<file path="config.mk">
export PLATFORM = sky130hd
export DESIGN_NAME = letter_multiset_containment_top
export DESIGN_NICKNAME = d
export VERILOG_FILES = /design/src/lmc_pkg.sv /design/src/lmc_front.sv /design/src/lmc_cmdq.sv /design/src/lmc_back.sv /design/src/letter_multiset_containment_top.sv
export SDC_FILE = /design/constraint.sdc
export NUM_CORES = 2
export LEC_CHECK = 0
export BUFFER_PORTS_ARGS = -buffer_cell sky130_fd_sc_hd__buf_2
export CELL_PAD_IN_SITES_DETAIL_PLACEMENT = 1
export CELL_PAD_IN_SITES_GLOBAL_PLACEMENT = 2
export CORE_MARGIN = 1
export CORE_UTILIZATION = 38
export DETAILED_ROUTE_END_ITERATION = 6
export HOLD_SLACK_MARGIN = 0.08
export PLACE_DENSITY = 0.86
export SYNTH_ARGS = -nofsm -noshare
export SYNTH_HDL_FRONTEND = slang
export SYNTH_SLANG_ARGS = --single-unit
</file>
<file path="constraint.sdc">
create_clock -name clk -period 12.51 [get_ports clk]
set_clock_uncertainty 0.2 [all_clocks]
set_input_delay 2.502 -clock clk [delete_from_list [all_inputs] [get_ports clk]]
set_output_delay 2.502 -clock clk [all_outputs]
set_load 0.05 [all_outputs]
</file>
<file path="src/lmc_pkg.sv">
// Shared constants and types for the letter multiset containment block.
// No dependencies; every other file in src refers to this package by scope.
package lmc_pkg;

  localparam int LETTERS    = 26;
  localparam int COUNT_BITS = 8;
  localparam int INDEX_W    = 16;
  localparam int IDX_W      = (LETTERS > 1) ? $clog2(LETTERS) : 1;

  localparam logic [7:0] CH_A   = 8'h61;
  localparam logic [7:0] CH_Z   = 8'h7A;
  localparam logic [7:0] CH_TAB = 8'h09;

  typedef logic [COUNT_BITS-1:0] count_t;
  localparam count_t COUNT_MAX = {COUNT_BITS{1'b1}};

  // Decoded character handed from the front end to the counter bank
  typedef struct packed {
    logic               cand;    // target bank: 1 = candidate, 0 = query
    logic               clr;     // first character of a word: clear the bank
    logic               inc;     // count the letter at idx
    logic [IDX_W-1:0]   idx;
    logic               report;  // last character of a candidate
    logic [INDEX_W-1:0] index;
  } cmd_t;

  typedef struct packed {
    logic               match;
    logic [INDEX_W-1:0] index;
  } res_t;

endpackage

</file>
<file path="src/lmc_front.sv">
// Front end: takes input beats, tracks word boundaries, tab state and the
// candidate number, and emits one decoded command per beat. Uses lmc_pkg.
module lmc_front (
  input  logic                clk,
  input  logic                rst_n,
  input  logic                in_push,
  input  logic                in_func,
  input  logic [7:0]          in_char_code,
  input  logic                in_last,
  input  logic                q_full,
  output logic                q_push,
  output lmc_pkg::cmd_t       q_cmd
);

  logic                        word_started_r, word_started_nxt;
  logic                        tab_seen_r, tab_seen_nxt;
  logic [lmc_pkg::INDEX_W-1:0] cand_cnt_r, cand_cnt_nxt;

  logic       start;
  logic       tab_eff;
  logic [7:0] diff;
  logic       is_letter;

  assign q_push = in_push && !q_full;

  always_comb begin
    start     = !word_started_r;
    tab_eff   = start ? 1'b0 : tab_seen_r;
    diff      = in_char_code - lmc_pkg::CH_A;
    is_letter = (in_char_code >= lmc_pkg::CH_A) && (in_char_code <= lmc_pkg::CH_Z) &&
                (diff < 8'(lmc_pkg::LETTERS));

    q_cmd.cand   = in_func;
    q_cmd.clr    = start;
    q_cmd.inc    = !tab_eff && is_letter;
    q_cmd.idx    = diff[lmc_pkg::IDX_W-1:0];
    q_cmd.report = in_last && in_func;
    q_cmd.index  = cand_cnt_r;

    word_started_nxt = !in_last;
    if (in_last) begin
      tab_seen_nxt = 1'b0;
    end else if (!tab_eff && (in_char_code == lmc_pkg::CH_TAB)) begin
      tab_seen_nxt = 1'b1;
    end else begin
      tab_seen_nxt = tab_eff;
    end

    // a query start restarts numbering; a finished candidate advances it
    if (start && !in_func) begin
      cand_cnt_nxt = '0;
    end else if (in_last && in_func) begin
      cand_cnt_nxt = cand_cnt_r + 1'b1;
    end else begin
      cand_cnt_nxt = cand_cnt_r;
    end
  end

  always_ff @(posedge clk) begin
    if (!rst_n) begin
      word_started_r <= 1'b0;
      tab_seen_r     <= 1'b0;
      cand_cnt_r     <= '0;
    end else if (q_push) begin
      word_started_r <= word_started_nxt;
      tab_seen_r     <= tab_seen_nxt;
      cand_cnt_r     <= cand_cnt_nxt;
    end
  end

endmodule

</file>
<file path="src/lmc_cmdq.sv">
// Two-entry command queue between the front end and the counter bank.
// Uses lmc_pkg::cmd_t.
module lmc_cmdq (
  input  logic          clk,
  input  logic          rst_n,
  input  logic          push,
  input  lmc_pkg::cmd_t push_cmd,
  output logic          full,
  input  logic          pop,
  output logic          empty,
  output lmc_pkg::cmd_t pop_cmd
);

  lmc_pkg::cmd_t slot_r [2];
  logic          wr_ptr_r, rd_ptr_r;
  logic [1:0]    count_r, count_nxt;

  assign full    = (count_r == 2'd2);
  assign empty   = (count_r == 2'd0);
  assign pop_cmd = slot_r[rd_ptr_r];

  always_comb begin
    count_nxt = count_r + {1'b0, push} - {1'b0, pop};
  end

  always_ff @(posedge clk) begin
    if (!rst_n) begin
      wr_ptr_r <= 1'b0;
      rd_ptr_r <= 1'b0;
      count_r  <= 2'd0;
    end else begin
      if (push) wr_ptr_r <= !wr_ptr_r;
      if (pop)  rd_ptr_r <= !rd_ptr_r;
      count_r <= count_nxt;
    end
  end

  always_ff @(posedge clk) begin
    if (push) slot_r[wr_ptr_r] <= push_cmd;
  end

endmodule

</file>
<file path="src/lmc_back.sv">
// Back end: query and candidate letter counters, the containment compare and
// a two-entry result queue. Uses lmc_pkg.
module lmc_back (
  input  logic                        clk,
  input  logic                        rst_n,
  input  logic                        q_empty,
  input  lmc_pkg::cmd_t               q_cmd,
  output logic                        q_pop,
  input  logic                        out_pop,
  output logic                        out_empty,
  output logic                        out_match,
  output logic [lmc_pkg::INDEX_W-1:0] out_candidate_index
);

  lmc_pkg::count_t qry_r  [lmc_pkg::LETTERS];
  lmc_pkg::count_t cnd_r  [lmc_pkg::LETTERS];
  lmc_pkg::count_t qry_nxt[lmc_pkg::LETTERS];
  lmc_pkg::count_t cnd_nxt[lmc_pkg::LETTERS];
  logic            match;

  lmc_pkg::res_t res_r [2];
  lmc_pkg::res_t res_in;
  logic          wr_ptr_r, rd_ptr_r;
  logic [1:0]    count_r;
  logic          res_push, res_pop;

  // hold the command while the result queue has no room
  assign q_pop    = !q_empty && (count_r != 2'd2);
  assign res_push = q_pop && q_cmd.report;
  assign res_pop  = out_pop && (count_r != 2'd0);

  always_comb begin
    match = 1'b1;
    for (int i = 0; i < lmc_pkg::LETTERS; i++) begin
      qry_nxt[i] = (q_cmd.clr && !q_cmd.cand) ? '0 : qry_r[i];
      cnd_nxt[i] = (q_cmd.clr &&  q_cmd.cand) ? '0 : cnd_r[i];
      if (q_cmd.inc && (q_cmd.idx == lmc_pkg::IDX_W'(i))) begin
        if (q_cmd.cand) begin
          if (cnd_nxt[i] != lmc_pkg::COUNT_MAX) cnd_nxt[i] = cnd_nxt[i] + 1'b1;
        end else begin
          if (qry_nxt[i] != lmc_pkg::COUNT_MAX) qry_nxt[i] = qry_nxt[i] + 1'b1;
        end
      end
      if (cnd_nxt[i] > qry_nxt[i]) match = 1'b0;
    end
    res_in.match = match;
    res_in.index = q_cmd.index;
  end

  always_ff @(posedge clk) begin
    if (!rst_n) begin
      for (int i = 0; i < lmc_pkg::LETTERS; i++) begin
        qry_r[i] <= '0;
        cnd_r[i] <= '0;
      end
    end else if (q_pop) begin
      for (int i = 0; i < lmc_pkg::LETTERS; i++) begin
        qry_r[i] <= qry_nxt[i];
        cnd_r[i] <= cnd_nxt[i];
      end
    end
  end

  always_ff @(posedge clk) begin
    if (!rst_n) begin
      wr_ptr_r <= 1'b0;
      rd_ptr_r <= 1'b0;
      count_r  <= 2'd0;
    end else begin
      if (res_push) wr_ptr_r <= !wr_ptr_r;
      if (res_pop)  rd_ptr_r <= !rd_ptr_r;
      count_r <= count_r + {1'b0, res_push} - {1'b0, res_pop};
    end
  end

  always_ff @(posedge clk) begin
    if (res_push) res_r[wr_ptr_r] <= res_in;
  end

  assign out_empty           = (count_r == 2'd0);
  assign out_match           = res_r[rd_ptr_r].match;
  assign out_candidate_index = res_r[rd_ptr_r].index;

endmodule

</file>
<file path="src/letter_multiset_containment_top.sv">
// Letter multiset containment: one character beat per cycle unless in_full stalls.
// A candidate's result reaches the result ports after its last character is
// accepted, via the command queue, then counter bank into result queue.
// Synchronous active-low reset clears all letter counters, word and tab state,
// the candidate number and both queues; the block is ready the cycle after.
// Depends on lmc_pkg, lmc_front, lmc_cmdq and lmc_back.
module letter_multiset_containment_top (
  input  logic                        clk,
  input  logic                        rst_n,
  input  logic                        in_push,
  output logic                        in_full,
  input  logic                        in_func,
  input  logic [7:0]                  in_char_code,
  input  logic                        in_last,
  output logic                        out_empty,
  input  logic                        out_pop,
  output logic                        out_match,
  output logic [lmc_pkg::INDEX_W-1:0] out_candidate_index,
  output logic                        out_last_result
);

  logic          q_push, q_full, q_pop, q_empty;
  lmc_pkg::cmd_t push_cmd, pop_cmd;

  assign in_full         = q_full;
  assign out_last_result = 1'b1;

  lmc_front u_front (
    .clk          (clk),
    .rst_n        (rst_n),
    .in_push      (in_push),
    .in_func      (in_func),
    .in_char_code (in_char_code),
    .in_last      (in_last),
    .q_full       (q_full),
    .q_push       (q_push),
    .q_cmd        (push_cmd)
  );

  lmc_cmdq u_cmdq (
    .clk      (clk),
    .rst_n    (rst_n),
    .push     (q_push),
    .push_cmd (push_cmd),
    .full     (q_full),
    .pop      (q_pop),
    .empty    (q_empty),
    .pop_cmd  (pop_cmd)
  );

  lmc_back u_back (
    .clk                 (clk),
    .rst_n               (rst_n),
    .q_empty             (q_empty),
    .q_cmd               (pop_cmd),
    .q_pop               (q_pop),
    .out_pop             (out_pop),
    .out_empty           (out_empty),
    .out_match           (out_match),
    .out_candidate_index (out_candidate_index)
  );

endmodule

</file>
==> impl_metrics.csv <==
group,metric,value,unit
status,outcome,"complete, no violations",
clock_network,numClockSinks,528,
yosys,synth.distinct_cells,98,
die,die_width,308,µm
clock_network,clk_pin_slew,60,ps
finish,drive_above_1_share,0.0867,
yosys,yosys-top-cells-area,"edfxtp_1 (42%), ha_1 (9.4%), nor2_1 (4.9%)",
yosys,yosysSeqAreaShare,0.437,
placement,port-buffer-count,32,
yosys,synth_top_area_share,0.421,
pwr,power,8.60,mW
clock_network,post_cts_buffers,0,
global_route,track_usage,0.212,
clock_network,clock_path_buffers,3,
finish,filler_cell_count,10520,
yosys,synth_top_cell_by_area,"edfxtp_1",
worst_setup_path,worstSetupEndpointType,"flop",
worst_setup_path,crit_path_start_kind,"flop",
detailed_routing,dr_wl_met2,47.3,mm
timing,rsz0062_at_grt,"false",
die,initial_core_util,0.383,
yosys,syn_area_per_cell,9.70,µm²
timing,drv_slew,0,
detailed_routing,antenna_left,0,
global_route,grt_pass1_vias,29237,
yosys,syn_inst,3678,
timing,setup-violations-final,0,
clock_network,clk_latency,640,ps
clock_network,cts_tree,"done",
die,die_h,308,µm
global_route,grt_max_degree,139,
placement,dp.cells,4860,
timing,period_share,0.510,
pwr,p_per_area,219,nW/µm²
detailed_routing,vias_per_cell,5.58,
die,fp.coreArea,93200,µm²
detailed_routing,wl_met1,45.5,mm
yosys,synth-main-ff-cell,"edfxtp_1",
die,row_count,112,
job,cap_violations,0,
yosys,syn-num-nets,3960,
timing,tns,0,ps
worst_setup_path,path_max_fanout,104,
global_route,antenna_found_initial,4,
worst_setup_path,crit_arrival,6660,ps
die,io_pins,34,
placement,place.gp.congestion,0.812,
worst_setup_path,required,12790,ps
placement,dpl.hpwl,67.8,mm
pwr,leakage,14.7,nW
worst_setup_path,crit_type,"flop to flop",
detailed_routing,dr.pass1.iters,5,
yosys,yosysWarnings,0,
timing,period_needed,6380,ps
finish,area.growth.synth_to_final,10.1,%
detailed_routing,drt_wl_total,99.9,mm
timing,hold_viol,0,
timing,holdWs,292,ps
detailed_routing,num_vias,27792,
yosys,async_flop_share,0,
clock_network,cts_resized,0,
timing,max-slew-margin-rel,0.242,
detailed_routing,wl_met3,3.69,mm
detailed_routing,drc,0,
yosys,synth_seq_cells,528,
timing,fmax,157,MHz
finish,num-nets-final,3956,
clock_network,root_buffer,"clkbuf_16",
clock_network,h-tree-depth,3,
yosys,syn_area,35700,µm²
clock_network,cts_made_buffers,66,
detailed_routing,top_layer_used,"met5",
timing,tightestPinTransition,1140,ps
detailed_routing,wl_per_cell,20.1,µm
global_route,grt_pass1_wl,160,mm
worst_hold_path,min_path_type,"flop to flop",
yosys,synth_edf_count,500,
die,dieArea,95100,µm²
finish,finalNonFillerCells,4980,
detailed_routing,first_iter_violations,1423,
pwr,irDropWorstVdd,0.000196,V
global_route,grt_overflow,0,
clock_network,hold_buffers,0,
## cell families (layout without fill, tap and decap cells)
kind of cell    Yosys count  count (layout)  synth area share
compound gates          402             402            0.0741
xor+xnor                255             255            0.0626
fa+ha+maj               268             268            0.0940
buf+inv                 232             279            0.0288
flops                   528             528             0.437
mux                     124             124            0.0376
other cells               1               2          0.000105
simple gates           1868            1868             0.266
## worst max-delay path, stage by stage (launching register included)
cell and delay, ps:
dfxtp_2 470, nand3_2 470, buf_4 450, nand2_4 510
buf_12 440, nor3_2 130, a41oi_2 380, nand4_1 180
xor2_1 270, nor2_1 90, ha_1 350, nand4_1 120
o21ai_0 560, nand4_1 270, or4_1 580, nor4bb_1 310
and3_1 230
## power by group
group / leakage (nW) / switching, mW / internal, mW
clock: 1.07 / 0.840 / 1.12
sequential: 5.51 / 0.465 / 2.65
combinational: 8.10 / 2.33 / 1.20
## sequential cells by signal, summed over array words and instances (netlist names), named ones only
register                cells
u_back.res_r               34
u_cmdq.count_r              2
u_cmdq.wr_ptr_r             1
u_front.cand_cnt_r         16
u_back.count_r              2
u_back.qry_r              208
u_back.wr_ptr_r             1
u_cmdq.rd_ptr_r             1
u_front.tab_seen_r          1
u_cmdq.slot_r              50
u_front.word_started_r      1
u_back.rd_ptr_r             1
u_back.cnd_r              208
## cells in the mapped netlist (6+ instances only)
| master | count |
|---|---|
| nand2b_1 | 24 |
| a21oi_1 | 143 |
| or3_1 | 17 |
| nor4b_1 | 6 |
| nand2_1 | 422 |
| and3_1 | 120 |
| nor4_1 | 27 |
| nand3_2 | 6 |
| nand3b_1 | 27 |
| inv_1 | 92 |
| nand3_1 | 170 |
| buf_4 | 17 |
| dfxtp_1 | 28 |
| nand4_1 | 165 |
| a31oi_1 | 10 |
| o211ai_1 | 25 |
| edfxtp_1 | 500 |
| mux2i_1 | 51 |
| and2_1 | 165 |
| a41o_1 | 9 |
| a21o_1 | 9 |
| nor2_1 | 465 |
| ha_1 | 268 |
| a41oi_2 | 13 |
| buf_2 | 36 |
| mux2_2 | 65 |
| and3b_1 | 16 |
| or2_2 | 8 |
| nor3b_1 | 7 |
| and4_1 | 29 |
| nor3_2 | 13 |
| o22ai_1 | 9 |
| nor3_1 | 84 |
| nor2b_1 | 63 |
| xnor2_1 | 140 |
| clkbuf_1 | 76 |
| o21ai_0 | 110 |
| xor2_1 | 115 |
| buf_6 | 6 |
## stage by stage
| stage | instance area [µm²] | setup slack (ps) | utilization |
|---|---|---|---|
| CTS | 39300 | 6210 | 0.422 |
| finish | 39300 | 6130 | 0.422 |
| global route | 39300 | 5820 | 0.422 |
| global placement | 37100 | 6410 | 0.398 |
| detailed placement | 37100 | 6350 | 0.398 |
| floorplan | 35700 | 3830 | - |
## layout by cell type, fill, tap and decap left out, types with 83 or more instances in the layout
master,count
edfxtp_1,500
nor2_1,463
nand2_1,417
ha_1,268
nand3_1,170
and2_1,165
nand4_1,165
a21oi_1,143
xnor2_1,140
and3_1,120
xor2_1,115
o21ai_0,110
inv_1,92
nor3_1,83
## final timing paths
check | endpoint | slack (ps) | cells after the start | start
setup reg to reg | u_back.res_r[1][16] | 6130 | 16 | flop
hold reg to reg | u_cmdq.slot_r[1][15] | 290 | 0 | u_front.cand_cnt_r[15]
setup / recovery | u_back.res_r[1][16] | 6130 | 16 | flop
hold / removal | u_cmdq.slot_r[1][15] | 290 | 0 | u_front.cand_cnt_r[15]
## final cells by class
cell class	count	area [µm²]	share of cell area
Antenna cell	1	2.50	0.0000637
Tap cell	1254	1570	0.0399
Timing Repair Buffer	67	473	0.0120
Inverter	93	349	0.00889
Multi-Input combinational cell	2918	19100	0.487
Sequential cell	528	15600	0.396
Clock inverter	36	433	0.0110
Clock buffer	83	1750	0.0444
## metal layers
layer  vias up  global-route usage
met1     13857               0.273
met2       392               0.360
met4         4              0.0798
met5         -                   0
met3       159              0.0284
li1      13380                   -
Power figures use the tool's default switching activity.
